--- config.mk ---
export PLATFORM = sky130hd
export DESIGN_NAME = flash_block_command_framer_top_flat
export DESIGN_NICKNAME = d
export VERILOG_FILES = /design/src/fbcf_pkg.sv /design/src/fbcf_if.sv /design/src/fbcf_front.sv /design/src/fbcf_queue.sv /design/src/fbcf_back.sv /design/src/flash_block_command_framer_top.sv /design/src/flat_wrapper.sv
export SDC_FILE = /design/constraint.sdc
export NUM_CORES = 1
export LEC_CHECK = 0
export ABC_AREA = 0
export BUFFER_PORTS_ARGS = -buffer_cell sky130_fd_sc_hd__buf_4
export CAP_MARGIN = 30
export CELL_PAD_IN_SITES_DETAIL_PLACEMENT = 1
export CELL_PAD_IN_SITES_GLOBAL_PLACEMENT = 1
export CORE_MARGIN = 2
export CORE_UTILIZATION = 50
export DETAILED_ROUTE_END_ITERATION = 12
export PLACE_DENSITY_LB_ADDON = 0.1
export SYNTH_ARGS = -nofsm -noshare
export SYNTH_HDL_FRONTEND = slang
export SYNTH_SLANG_ARGS = --single-unit
--- constraint.sdc ---
create_clock -name clk_i -period 14.57 [get_ports clk_i]
set_clock_uncertainty 0.1 [all_clocks]
set_input_delay 0.7285 -clock clk_i [delete_from_list [all_inputs] [get_ports clk_i]]
set_output_delay 0.7285 -clock clk_i [all_outputs]
set_load 0.005 [all_outputs]
--- src/fbcf_pkg.sv ---
// Package with the shared types and constants of the flash block command framer.
package fbcf_pkg;

  localparam logic [7:0] SYNC0      = 8'h57;
  localparam logic [7:0] SYNC1      = 8'hab;
  localparam logic [7:0] CMD_WRITE  = 8'ha5;
  localparam logic [7:0] CMD_VERIFY = 8'ha6;
  localparam int unsigned GRAIN     = 8;
  localparam int unsigned LEN_EXTRA = 5;

  typedef enum logic [1:0] {
    CMD_START,
    CMD_DATA,
    CMD_REJECT
  } cmd_kind_e;

  typedef struct packed {
    cmd_kind_e   kind;
    logic        op;
    logic [15:0] len;
    logic [31:0] addr;
    logic [7:0]  data;
    logic        has_data;
    logic        last;
  } cmd_t;

  typedef struct packed {
    logic full;
    logic not_empty;
  } q_status_t;

  typedef enum logic [2:0] {
    B_IDLE,
    B_HDR,
    B_FIRST,
    B_PAD,
    B_SUM
  } back_state_e;

endpackage

--- src/fbcf_if.sv ---
// Stream interfaces for the request words, the frame words and the key writes.
interface fbcf_req_if;
  logic        valid;
  logic        ready;
  logic        operation;
  logic [15:0] block_size;
  logic [31:0] address;
  logic [7:0]  data_byte;
  modport source (output valid, operation, block_size, address, data_byte, input ready);
  modport sink (input valid, operation, block_size, address, data_byte, output ready);
endinterface

interface fbcf_frame_if;
  logic       valid;
  logic       ready;
  logic [7:0] frame_byte;
  logic       frame_last;
  logic       oversize;
  modport source (output valid, frame_byte, frame_last, oversize, input ready);
  modport sink (input valid, frame_byte, frame_last, oversize, output ready);
endinterface

interface fbcf_cfg_if;
  logic        valid;
  logic        ready;
  logic [63:0] data;
  modport source (output valid, data, input ready);
  modport sink (input valid, data, output ready);
endinterface

--- src/fbcf_front.sv ---
// Front end that accepts request words and classifies them into frame commands.
module fbcf_front #(
  parameter int unsigned MAX_BLOCK = 256
) (
  input  logic                 clk_i,
  input  logic                 rst_ni,
  fbcf_req_if.sink             req_i,
  input  fbcf_pkg::q_status_t  q_status_i,
  output logic                 push_o,
  output fbcf_pkg::cmd_t       cmd_o
);

  localparam int unsigned LeftW = $clog2(MAX_BLOCK + 1);

  logic             in_frame_q, in_frame_d;
  logic [LeftW-1:0] left_q, left_d;
  logic [16:0]      padded;
  logic [16:0]      len_full;

  assign req_i.ready = !q_status_i.full;
  assign push_o      = req_i.valid && req_i.ready;

  always_comb begin
    padded   = (17'(req_i.block_size) + 17'(fbcf_pkg::GRAIN - 1))
             & ~17'(fbcf_pkg::GRAIN - 1);
    len_full = padded + 17'(fbcf_pkg::LEN_EXTRA);
    in_frame_d = in_frame_q;
    left_d     = left_q;
    cmd_o.op       = req_i.operation;
    cmd_o.len      = len_full[15:0];
    cmd_o.addr     = req_i.address;
    cmd_o.data     = req_i.data_byte;
    cmd_o.has_data = 1'b0;
    cmd_o.last     = 1'b0;
    cmd_o.kind     = fbcf_pkg::CMD_DATA;
    if (!in_frame_q) begin
      if (17'(req_i.block_size) > 17'(MAX_BLOCK)) begin
        cmd_o.kind = fbcf_pkg::CMD_REJECT;
      end else begin
        cmd_o.kind     = fbcf_pkg::CMD_START;
        cmd_o.has_data = (req_i.block_size != 16'd0);
        cmd_o.last     = (req_i.block_size == 16'd1);
        if (push_o && req_i.block_size > 16'd1) begin
          in_frame_d = 1'b1;
          left_d     = LeftW'(req_i.block_size - 16'd1);
        end
      end
    end else begin
      cmd_o.last = (left_q == LeftW'(1));
      if (push_o) begin
        left_d = left_q - LeftW'(1);
        if (left_q == LeftW'(1)) begin
          in_frame_d = 1'b0;
        end
      end
    end
  end

  always_ff @(posedge clk_i or negedge rst_ni) begin
    if (!rst_ni) begin
      in_frame_q <= 1'b0;
      left_q     <= '0;
    end else begin
      in_frame_q <= in_frame_d;
      left_q     <= left_d;
    end
  end

endmodule

--- src/fbcf_queue.sv ---
// Two-entry command queue between the front end and the back end.
module fbcf_queue (
  input  logic                 clk_i,
  input  logic                 rst_ni,
  input  logic                 push_i,
  input  fbcf_pkg::cmd_t       cmd_i,
  input  logic                 pop_i,
  output fbcf_pkg::cmd_t       head_o,
  output fbcf_pkg::q_status_t  status_o
);

  localparam int unsigned Depth = 2;
  localparam int unsigned PtrW  = $clog2(Depth);

  fbcf_pkg::cmd_t     mem_q [Depth];
  logic [PtrW-1:0]    wr_q, wr_d, rd_q, rd_d;
  logic [PtrW:0]      cnt_q, cnt_d;

  assign head_o             = mem_q[rd_q];
  assign status_o.full      = (cnt_q == (PtrW + 1)'(Depth));
  assign status_o.not_empty = (cnt_q != '0);

  always_comb begin
    wr_d  = push_i ? wr_q + PtrW'(1) : wr_q;
    rd_d  = pop_i ? rd_q + PtrW'(1) : rd_q;
    cnt_d = cnt_q + (PtrW + 1)'(push_i) - (PtrW + 1)'(pop_i);
  end

  always_ff @(posedge clk_i) begin
    if (push_i) begin
      mem_q[wr_q] <= cmd_i;
    end
  end

  always_ff @(posedge clk_i or negedge rst_ni) begin
    if (!rst_ni) begin
      wr_q  <= '0;
      rd_q  <= '0;
      cnt_q <= '0;
    end else begin
      wr_q  <= wr_d;
      rd_q  <= rd_d;
      cnt_q <= cnt_d;
    end
  end

`ifndef SYNTH
  a_no_overflow: assert property (@(posedge clk_i) disable iff (!rst_ni)
    status_o.full |-> !push_i || pop_i) else $error("queue overflow");
  a_no_underflow: assert property (@(posedge clk_i) disable iff (!rst_ni)
    pop_i |-> status_o.not_empty) else $error("queue underflow");
  a_count_bound: assert property (@(posedge clk_i) disable iff (!rst_ni)
    cnt_q <= (PtrW + 1)'(Depth)) else $error("queue count out of range");
`endif

endmodule

--- src/fbcf_back.sv ---
// Back end that emits header, keyed data, padding, checksum and oversize-rejection words.
module fbcf_back (
  input  logic                 clk_i,
  input  logic                 rst_ni,
  input  fbcf_pkg::cmd_t       head_i,
  input  fbcf_pkg::q_status_t  q_status_i,
  output logic                 pop_o,
  fbcf_cfg_if.sink             cfg_i,
  fbcf_frame_if.source         frame_o
);

  fbcf_pkg::back_state_e state_q, state_d;
  fbcf_pkg::cmd_t        cur_q, cur_d;
  logic [3:0]            cnt_q, cnt_d;
  logic [2:0]            kpos_q, kpos_d;
  logic [7:0]            sum_q, sum_d;
  logic [63:0]           key_q;
  logic                  ovalid_q, ovalid_d;
  logic [7:0]            obyte_q, obyte_d;
  logic                  olast_q, olast_d;
  logic                  oover_q, oover_d;
  logic                  advance;
  logic                  emit;
  logic [7:0]            key_byte;
  logic [7:0]            hdr_byte;
  logic [7:0]            cmd_byte;

  assign cfg_i.ready        = 1'b1;
  assign frame_o.valid      = ovalid_q;
  assign frame_o.frame_byte = obyte_q;
  assign frame_o.frame_last = olast_q;
  assign frame_o.oversize   = oover_q;
  assign advance            = !ovalid_q || frame_o.ready;
  assign key_byte           = key_q[{kpos_q, 3'b000} +: 8];
  assign cmd_byte           = cur_q.op ? fbcf_pkg::CMD_VERIFY : fbcf_pkg::CMD_WRITE;

  always_comb begin
    case (cnt_q)
      4'd1:    hdr_byte = fbcf_pkg::SYNC1;
      4'd2:    hdr_byte = cmd_byte;
      4'd3:    hdr_byte = cur_q.len[7:0];
      4'd4:    hdr_byte = cur_q.len[15:8];
      4'd5:    hdr_byte = cur_q.addr[7:0];
      4'd6:    hdr_byte = cur_q.addr[15:8];
      4'd7:    hdr_byte = cur_q.addr[23:16];
      4'd8:    hdr_byte = cur_q.addr[31:24];
      default: hdr_byte = 8'h00;
    endcase
  end

  always_comb begin
    state_d = state_q;
    cur_d   = cur_q;
    cnt_d   = cnt_q;
    kpos_d  = kpos_q;
    sum_d   = sum_q;
    pop_o   = 1'b0;
    emit    = 1'b0;
    obyte_d = 8'h00;
    olast_d = 1'b0;
    oover_d = 1'b0;
    if (advance) begin
      case (state_q)
        fbcf_pkg::B_IDLE: begin
          if (q_status_i.not_empty) begin
            pop_o = 1'b1;
            emit  = 1'b1;
            case (head_i.kind)
              fbcf_pkg::CMD_REJECT: begin
                olast_d = 1'b1;
                oover_d = 1'b1;
              end
              fbcf_pkg::CMD_START: begin
                obyte_d = fbcf_pkg::SYNC0;
                cur_d   = head_i;
                cnt_d   = 4'd1;
                sum_d   = 8'h00;
                kpos_d  = 3'd0;
                state_d = fbcf_pkg::B_HDR;
              end
              default: begin
                obyte_d = head_i.data ^ key_byte;
                sum_d   = sum_q + obyte_d;
                kpos_d  = kpos_q + 3'd1;
                if (head_i.last) begin
                  state_d = (kpos_q == 3'd7) ? fbcf_pkg::B_SUM : fbcf_pkg::B_PAD;
                end
              end
            endcase
          end
        end
        fbcf_pkg::B_HDR: begin
          emit    = 1'b1;
          obyte_d = hdr_byte;
          if (cnt_q >= 4'd2) begin
            sum_d = sum_q + obyte_d;
          end
          cnt_d = cnt_q + 4'd1;
          if (cnt_q == 4'd9) begin
            state_d = cur_q.has_data ? fbcf_pkg::B_FIRST : fbcf_pkg::B_SUM;
          end
        end
        fbcf_pkg::B_FIRST: begin
          emit    = 1'b1;
          obyte_d = cur_q.data ^ key_byte;
          sum_d   = sum_q + obyte_d;
          kpos_d  = kpos_q + 3'd1;
          if (cur_q.last) begin
            state_d = (kpos_q == 3'd7) ? fbcf_pkg::B_SUM : fbcf_pkg::B_PAD;
          end else begin
            state_d = fbcf_pkg::B_IDLE;
          end
        end
        fbcf_pkg::B_PAD: begin
          emit    = 1'b1;
          obyte_d = key_byte;
          sum_d   = sum_q + obyte_d;
          kpos_d  = kpos_q + 3'd1;
          if (kpos_q == 3'd7) begin
            state_d = fbcf_pkg::B_SUM;
          end
        end
        fbcf_pkg::B_SUM: begin
          emit    = 1'b1;
          obyte_d = sum_q;
          olast_d = 1'b1;
          sum_d   = 8'h00;
          kpos_d  = 3'd0;
          state_d = fbcf_pkg::B_IDLE;
        end
        default: begin
          state_d = fbcf_pkg::B_IDLE;
        end
      endcase
    end
    ovalid_d = emit ? 1'b1 : (frame_o.ready ? 1'b0 : ovalid_q);
  end

  always_ff @(posedge clk_i) begin
    cur_q <= cur_d;
    if (emit) begin
      obyte_q <= obyte_d;
      olast_q <= olast_d;
      oover_q <= oover_d;
    end
  end

  always_ff @(posedge clk_i or negedge rst_ni) begin
    if (!rst_ni) begin
      state_q  <= fbcf_pkg::B_IDLE;
      cnt_q    <= '0;
      kpos_q   <= '0;
      sum_q    <= '0;
      key_q    <= '0;
      ovalid_q <= 1'b0;
    end else begin
      state_q  <= state_d;
      cnt_q    <= cnt_d;
      kpos_q   <= kpos_d;
      sum_q    <= sum_d;
      ovalid_q <= ovalid_d;
      if (cfg_i.valid) begin
        key_q <= cfg_i.data;
      end
    end
  end

`ifndef SYNTH
  a_oversize_last: assert property (@(posedge clk_i) disable iff (!rst_ni)
    ovalid_q && oover_q |-> olast_q) else $error("rejection word without last flag");
  a_pad_unaligned: assert property (@(posedge clk_i) disable iff (!rst_ni)
    state_q == fbcf_pkg::B_PAD |-> kpos_q != 3'd0) else $error("padding when aligned");
  a_sum_aligned: assert property (@(posedge clk_i) disable iff (!rst_ni)
    state_q == fbcf_pkg::B_SUM |-> kpos_q == 3'd0) else $error("checksum before alignment");
`endif

endmodule

--- src/flash_block_command_framer_top.sv ---
// Top level of the flash block command framer.
//
//  Channel  Direction  Carries
//  req_i    in         operation, block_size, address, data_byte
//  cfg_i    in         session key, 64 bits
//  frame_o  out        frame_byte, frame_last, oversize
//
// One frame word leaves per cycle while the output is taken and work is queued; the
// back end's byte sequencer sets this. A start word gives ten header words, the last
// data word up to 8 more for padding and checksum; the two-entry queue fills meanwhile.
// Reset clears the frame state and the key; the block is ready right after reset.
// A stalled output holds its word while the front end fills the queue.
module flash_block_command_framer_top #(
  parameter int unsigned MAX_BLOCK = 256
) (
  input  logic         clk_i,
  input  logic         rst_ni,
  fbcf_req_if.sink     req_i,
  fbcf_cfg_if.sink     cfg_i,
  fbcf_frame_if.source frame_o
);

  fbcf_pkg::cmd_t      push_cmd;
  fbcf_pkg::cmd_t      head;
  fbcf_pkg::q_status_t q_status;
  logic                push;
  logic                pop;

  fbcf_front #(
    .MAX_BLOCK (MAX_BLOCK)
  ) u_front (
    .clk_i      (clk_i),
    .rst_ni     (rst_ni),
    .req_i      (req_i),
    .q_status_i (q_status),
    .push_o     (push),
    .cmd_o      (push_cmd)
  );

  fbcf_queue u_queue (
    .clk_i    (clk_i),
    .rst_ni   (rst_ni),
    .push_i   (push),
    .cmd_i    (push_cmd),
    .pop_i    (pop),
    .head_o   (head),
    .status_o (q_status)
  );

  fbcf_back u_back (
    .clk_i      (clk_i),
    .rst_ni     (rst_ni),
    .head_i     (head),
    .q_status_i (q_status),
    .pop_o      (pop),
    .cfg_i      (cfg_i),
    .frame_o    (frame_o)
  );

endmodule

--- src/flat_wrapper.sv ---
// flat-port wrapper written by rule: the top's interface ports become plain ports
module flash_block_command_framer_top_flat 
#(
  parameter int unsigned MAX_BLOCK = 256
)
  (clk_i, rst_ni, req_i_valid, req_i_operation, req_i_block_size, req_i_address, req_i_data_byte, req_i_ready, cfg_i_valid, cfg_i_data, cfg_i_ready, frame_o_valid, frame_o_frame_byte, frame_o_frame_last, frame_o_oversize, frame_o_ready);
  fbcf_req_if req_i_i ();
  fbcf_cfg_if cfg_i_i ();
  fbcf_frame_if frame_o_i ();
  input  logic clk_i;
  input  logic rst_ni;
  input wire logic [$bits(req_i_i.valid)-1:0] req_i_valid;
  input wire logic [$bits(req_i_i.operation)-1:0] req_i_operation;
  input wire logic [$bits(req_i_i.block_size)-1:0] req_i_block_size;
  input wire logic [$bits(req_i_i.address)-1:0] req_i_address;
  input wire logic [$bits(req_i_i.data_byte)-1:0] req_i_data_byte;
  output wire logic [$bits(req_i_i.ready)-1:0] req_i_ready;
  input wire logic [$bits(cfg_i_i.valid)-1:0] cfg_i_valid;
  input wire logic [$bits(cfg_i_i.data)-1:0] cfg_i_data;
  output wire logic [$bits(cfg_i_i.ready)-1:0] cfg_i_ready;
  output wire logic [$bits(frame_o_i.valid)-1:0] frame_o_valid;
  output wire logic [$bits(frame_o_i.frame_byte)-1:0] frame_o_frame_byte;
  output wire logic [$bits(frame_o_i.frame_last)-1:0] frame_o_frame_last;
  output wire logic [$bits(frame_o_i.oversize)-1:0] frame_o_oversize;
  input wire logic [$bits(frame_o_i.ready)-1:0] frame_o_ready;
  assign req_i_i.valid = req_i_valid;
  assign req_i_i.operation = req_i_operation;
  assign req_i_i.block_size = req_i_block_size;
  assign req_i_i.address = req_i_address;
  assign req_i_i.data_byte = req_i_data_byte;
  assign req_i_ready = req_i_i.ready;
  assign cfg_i_i.valid = cfg_i_valid;
  assign cfg_i_i.data = cfg_i_data;
  assign cfg_i_ready = cfg_i_i.ready;
  assign frame_o_valid = frame_o_i.valid;
  assign frame_o_frame_byte = frame_o_i.frame_byte;
  assign frame_o_frame_last = frame_o_i.frame_last;
  assign frame_o_oversize = frame_o_i.oversize;
  assign frame_o_i.ready = frame_o_ready;
  flash_block_command_framer_top #(.MAX_BLOCK(MAX_BLOCK)) u_core (.clk_i(clk_i), .rst_ni(rst_ni), .req_i(req_i_i), .cfg_i(cfg_i_i), .frame_o(frame_o_i));
endmodule
Word level (Yosys, flattened, before mapping)
Memory sizes are Yosys's and may differ from the RTL's. Cells that the tools add are included.

Bits in registers: 166. Memory bits (writable): 122. Input port bits: 126. Memories: 1.

$add $sub $neg: 14. $lt $le $gt $ge: 3. Eq/ne operators: 27. Shift operators: 1. Muxes and demuxes: 50. Bitwise gates (word level): 2. Reduce and logical (&&, ||, !) cells: 23.

Memory list: u_core.u_queue.mem_q (depth 2, bits a word 61, read ports 1, clocked after Yosys merged registers in 0, wr ports 1, RTL line fbcf_queue.sv:15) `fbcf_pkg::cmd_t mem_q [Depth];`.

Operators by type and width (count): case mux 8 bit (5 select lines) (2); case mux 8 bit (8 select lines) (1); variable part select 64 x 7 -> 8 bit (1); 2-to-1 mux 9 bit (4); adder 16 x 3 -> 16 bit (second input constant) (2); adder 8 bit (4); case mux 8 bit (2 select lines) (2); 2-to-1 mux 3 bit (8); 2-to-1 mux 8 bit (3); subtractor 9 x 1 -> 9 bit (second input constant) (2); 2-to-1 mux 1 bit (17); == test 16 x 1 -> 1 bit (second input constant) (1); == test 4 x 3 -> 1 bit (second input constant) (4); > comparator 16 x 1 -> 1 bit (second input constant) (1); > comparator 16 x 9 -> 1 bit (second input constant) (1); nonzero test 16 bit (1); bitwise XOR 8 bit (2); != test 2 bit (second input constant) (6); case mux 3 bit (2 select lines) (2); case mux 3 bit (4 select lines) (1); AND reduction 4 bit (3); == test 9 x 1 -> 1 bit (second input constant) (1); case mux 3 bit (3 select lines) (1); == test 4 x 2 -> 1 bit (second input constant) (2); 32 further kinds (48).

Longest topological paths before layout
Depth in word-level cells: 7. Mapped depth: 16. Gate-level depth less buffers: 15.

By module
Synthesis repeated with hierarchy kept, for this count alone.

Cells, all modules: 1010. Area, all modules: 14083.5 um^2.

By module, submodules not included: fbcf_back (instances 1, cells each 609, area an instance 7609.8 um^2); fbcf_queue (instances 1, cells each 205, area an instance 4902.2 um^2); fbcf_front (instances 1, cells each 196, area an instance 1571.5 um^2).

Worst setup path before layout
Ideal clock, no wire load.

Kind: register to register. Start: reg u_core.u_back.state_q[1]. End: reg u_core.u_back.cur_q[0] (netlist bit), enable pin. Setup time: 0.544 ns. Arrival: 5.025 ns. Setup slack: 8.901 ns. Stages on the path, launching flop included: 5. Cell sequence: dfrtp_1 > clkbuf_1 > or3_1 > nand2b_1 > nor3_1.

Longest elaborated chain between the ends: 2.

Ends and longest elaborated chain: start, declared (RTL line fbcf_back.sv:12) `fbcf_pkg::back_state_e state_q, state_d;`; start signal, assigned (RTL line fbcf_back.sv:150) `state_q <= fbcf_pkg::B_IDLE;`; start signal, assigned (RTL line fbcf_back.sv:157) `state_q <= state_d;`; zero test 3 bit (RTL line fbcf_back.sv:63) `case (state_q)`; AND reduction 4 bit (no source line); end signal, assigned (RTL line fbcf_back.sv:140) `cur_q <= cur_d;`; end, declared (RTL line fbcf_back.sv:13) `fbcf_pkg::cmd_t cur_q, cur_d;`.

No other way between the ends. A chain may end at the register's enable or synchronous reset.

Worst setup path after layout
Start: reg u_core.u_back.cnt_q[0]. End: reg u_core.u_back.sum_q[7].

Longest elaborated chain between the ends: 5.

Ends and longest elaborated chain: start, declared (RTL line fbcf_back.sv:14) `logic [3:0] cnt_q, cnt_d;`; start signal, assigned (RTL line fbcf_back.sv:158) `cnt_q <= cnt_d;`; == test 4 bit, or another cell as far along (RTL line fbcf_back.sv:38) `case (cnt_q)`; case mux 8 bit (8 select lines) (RTL line fbcf_back.sv:38); adder 8 bit (RTL line fbcf_back.sv:96) `sum_d = sum_q + obyte_d;`; 2-to-1 mux 8 bit (RTL line fbcf_back.sv:95) `if (cnt_q >= 4'd2) begin`; case mux 8 bit (5 select lines) (RTL line fbcf_back.sv:63); end signal, assigned (RTL line fbcf_back.sv:160) `sum_q <= sum_d;`; end, declared (RTL line fbcf_back.sv:16) `logic [7:0] sum_q, sum_d;`.

Several ways; a longest one is shown, not always the timed one. The select of a mux whose other input is x is not followed.

==> summary.md <==
| Metric | Value |
|---|---|
| Outcome | finished clean |
| Reg-to-reg slack, setup | 10500 ps |
| Post-route DRC | 0 |
| M1 WL | 13900 um |
| Synth Register Bits | 279 |
| Crit share post-route | 0.279 |
| Synth Area in Simple Gates | 0.0842 |
| Ranking of synthesized cells by area | edfxtp_1, dfrtp_1, mux2_2, mux4_2, ha_1 |
| Multiplexer share of the synthesized area | 0.144 |
| Critical-path maximum fanout | 14 |
| Post-synthesis adder-cell area fraction | 0.0290 |
| RR Endpoint | u_core.u_back.sum_q[7] |
| Area Growth Syn to Fin | 17.6% |
| Hold crit path type | in2reg |
| Clock buffer count from CTS | 30 |
| Routed WL per cell | 22.0 um |
| Antenna viol nets, final | 0 |
| Vias per std cell | 5.77 |
| Sequential fraction of the synthesis area | 0.605 |
| Met2 wire length | 16100 um |
| Post-CTS Setup Bufs | 0 |
| Yosys top cell by area | edfxtp_1 |
| First-pass iteration count of the detailed router | 5 |
| Top achievable clock speed | 246 MHz |
| Hold worst-path end | u_core.u_queue.mem_q[0][36] |
| Final Max Tran Viols | 0 |
| Cell family with most CP delay | compound AO/OA/AOI/OAI gates |
| Placed wire-length estimate | 21900 um |
| Tot GR Track Use | 0.236 |
| Peak VDD IR | 0.000119 V |
| Core Area | 25800 um^2 |
| RSZ-0062 raised after global routing | false |
| Routed wl met3 | 1130 um |
| Initial Util | 0.505 |
| GRT overflow | 0 |
| Final #Nets | 1246 |
| Clk_lat worst skew | 560 ps |
| Minimum clock period | 4070 ps |
| Main combinational cell family by area after synthesis | multiplexers |
| Min-delay src | req_i_address[26] |
| Setup violations, final | 0 |
| Placer Congestion | 0.876 |
| Max-slew headroom | 0.398 |
| Die ar. | 27400 um^2 |
| Post-Route WL | 31800 um |
| Die extent in x | 165 um |
| Pin count of the biggest net entering global routing | 65 |
| Port Buffers | 137 |
| Complex-gate fraction of the synthesized area | 0.0820 |
| Row count | 59 |
| CTS tree | built |
| Clk root buf | clkbuf_16 |
| Initial antenna violation count | 0 |
| Setup TNS | 0 ps |
| Layout cell share with drive strength beyond 1 | 0.305 |
| CTS H-tree lvls | 1 |
| Top-area cell type share of the netlist area | 0.419 |
| CP Capture Type | flip-flop |
| Num Clock Sinks | 279 |
| Syn_nets | 1115 |
| Ys Warns | 0 |
| Max cap viols | 0 |
| Critical Path RT | 14900 ps |
| Crit path DAT | 4400 ps |
| Die height | 165 um |
| Static Leak | 5.84 nW |
| Final hold vios | 0 |
| CP max stage delay | 570 ps |
| Reg2reg start | u_core.u_back.cnt_q[0] |
| Inserted Diodes | 0 |
| # fillers | 2516 |
| Synthesized cell area | 13000 um^2 |
| Total number of vias | 8354 |
| Cells after Synth | 960 |
| Hold depth | 1 |
| WS Path Type | reg2reg |
| Pwr dens | 204 nW/um^2 |
| Vias in the first global route | 8945 |
| Post-synth top flop | edfxtp_1 |
| Worst-Margin Slew | 903 ps |
| Initial DRC count | 502 |
| Number of flops mapped to enable cells by yosys | 182 |
| Top Layer Used | met4 |
| I/O pins | 139 |
| Clock Path Buffers | 3 |
| Startpoint types | flip-flop |
| Buf/Inv on CP | 1 |
| Final Power | 3.14 mW |
| Reg2reg path depth | 13 |
| Syn_area_per_cell | 13.6 um^2 |
| FFs w/ async S/R, synth | 0.348 |
| First-pass GRT wire length | 49800 um |
| Critical Path Slowest Stage Cell | a311oi_1 |
| Synth cell types | 74 |
| CTS clock-pin slew for the worst setup and hold paths | 60 ps |
| Synth Area in XOR/XNOR | 0.0316 |
| Crit-path cells | inv_1, ha_1, a222oi_1, a311oi_1, a21o_1, o21a_1, ha_1, a21o_1, a21oi_1, o21ai_0, o41ai_1, xor2_1, o2111ai_1 |
[routing by layer]
| metal | up-vias | track usage |
|---|---|---|
| met5 | - | 0 |
| met4 | 0 | 0.0529 |
| met3 | 45 | 0.0255 |
| met2 | 168 | 0.404 |
| met1 | 4284 | 0.327 |
| li1 | 3857 | - |
[metrics by stage]
| step | cells | util | hold slack (ps) | setup slack, ps | cell area (um^2) |
|---|---|---|---|---|---|
| after floorplan | 960 | - | 333 | 8900 | 13000 |
| after global placement | 1390 | 0.555 | 377 | 10500 | 14300 |
| after detailed placement | 1393 | 0.557 | 390 | 10620 | 14400 |
| after CTS | 1448 | 0.594 | 232 | 10580 | 15300 |
| after global routing | 1448 | 0.594 | 233 | 10210 | 15300 |
| final | 1448 | 0.594 | 251 | 10500 | 15300 |
[state kept, by name, summed over array words and instances, names as in the netlist, 2 cells and up]
signal,flops
u_core.u_back.key_q,64
u_core.u_queue.mem_q,116
u_core.u_back.cnt_q,4
u_core.u_back.sum_q,8
u_core.u_back.frame_o.frame_byte,8
u_core.u_queue.cnt_q,2
u_core.u_front.left_q,9
u_core.u_back.state_q,3
u_core.u_back.cur_q,56
u_core.u_back.kpos_q,3
[synthesized netlist by cell type (3+ instances only)]
master / count
edfxtp_1: 182
mux2_2: 120
dfrtp_1: 97
nand2_1: 63
a21oi_1: 41
nor2_1: 40
o21ai_0: 40
xnor2_1: 35
clkbuf_1: 33
inv_1: 28
ha_1: 27
nor3_1: 20
nand2b_1: 18
mux4_2: 16
mux2i_1: 15
a22oi_1: 13
nor2b_1: 13
xor2_1: 12
nand3_1: 11
nor4_1: 11
a21o_1: 10
a31oi_1: 7
and2_1: 7
buf_2: 7
buf_1: 6
nand4_1: 5
a211oi_1: 4
a222oi_1: 4
a22o_1: 4
nand3b_1: 4
o22ai_1: 4
or3_1: 4
and3_1: 3
nor3b_1: 3
o31ai_1: 3
[kinds of logic (layout without fill, tap and decap cells)]
kind of cell    after synthesis  in the layout
compound gates              161            161
xor+xnor                     47             47
fa+ha+maj                    29             29
buf+inv                      77            230
flops                       279            279
mux                         152            152
other cells                   1              1
simple gates                214            214
[worst max-delay path by stage]
stage	startpoint	to	slack, ps	cells after the start
2_1_floorplan	u_core.u_back.state_q[1]	u_core.u_back.cur_q[0]	8900	4
3_3_place_gp	u_core.u_back.kpos_q[0]	u_core.u_back.sum_q[6]	10500	14
3_5_place_dp	u_core.u_back.cnt_q[0]	u_core.u_back.sum_q[7]	10620	13
4_1_cts	u_core.u_back.cnt_q[0]	u_core.u_back.sum_q[7]	10580	13
5_1_grt	u_core.u_back.cnt_q[0]	u_core.u_back.sum_q[7]	10210	13
6_report	u_core.u_back.cnt_q[0]	u_core.u_back.sum_q[7]	10500	13
[power by group]
part           switching, mW  internal (mW)  total, mW
Combinational          0.693          0.537       1.23
Sequential             0.131           1.05       1.18
Clock                  0.307          0.418      0.725
[area by class of cell]
| cell class | count | area (um^2) | share of cell area |
|---|---|---|---|
| Sequential cell | 279 | 7890 | 0.515 |
| Multi-Input combinational cell | 604 | 4850 | 0.316 |
| Timing Repair Buffer | 147 | 1130 | 0.0740 |
| Clock buffer | 44 | 845 | 0.0551 |
| Tap cell | 335 | 419 | 0.0273 |
| Inverter | 29 | 109 | 0.00710 |
| Clock inverter | 10 | 86.3 | 0.00563 |
[timing repair]
| action | CTS | global route |
|---|---|---|
| gates resized for setup | 0 | 0 |
| hold buffers | 1 | 0 |
| hold endpoints to repair | 16 | 0 |
[cells in the final DEF (no fill, tap or decap), drive strengths merged, types with 29 or more instances in the layout]
master and n:
edfxtp 182, dfrtp 97, buf 146, clkbuf 44
nand2 63, a21oi 42, mux2 121, nor2 40
inv 29, o21ai 41, xnor2 35
Power figures use the tool's default switching activity.
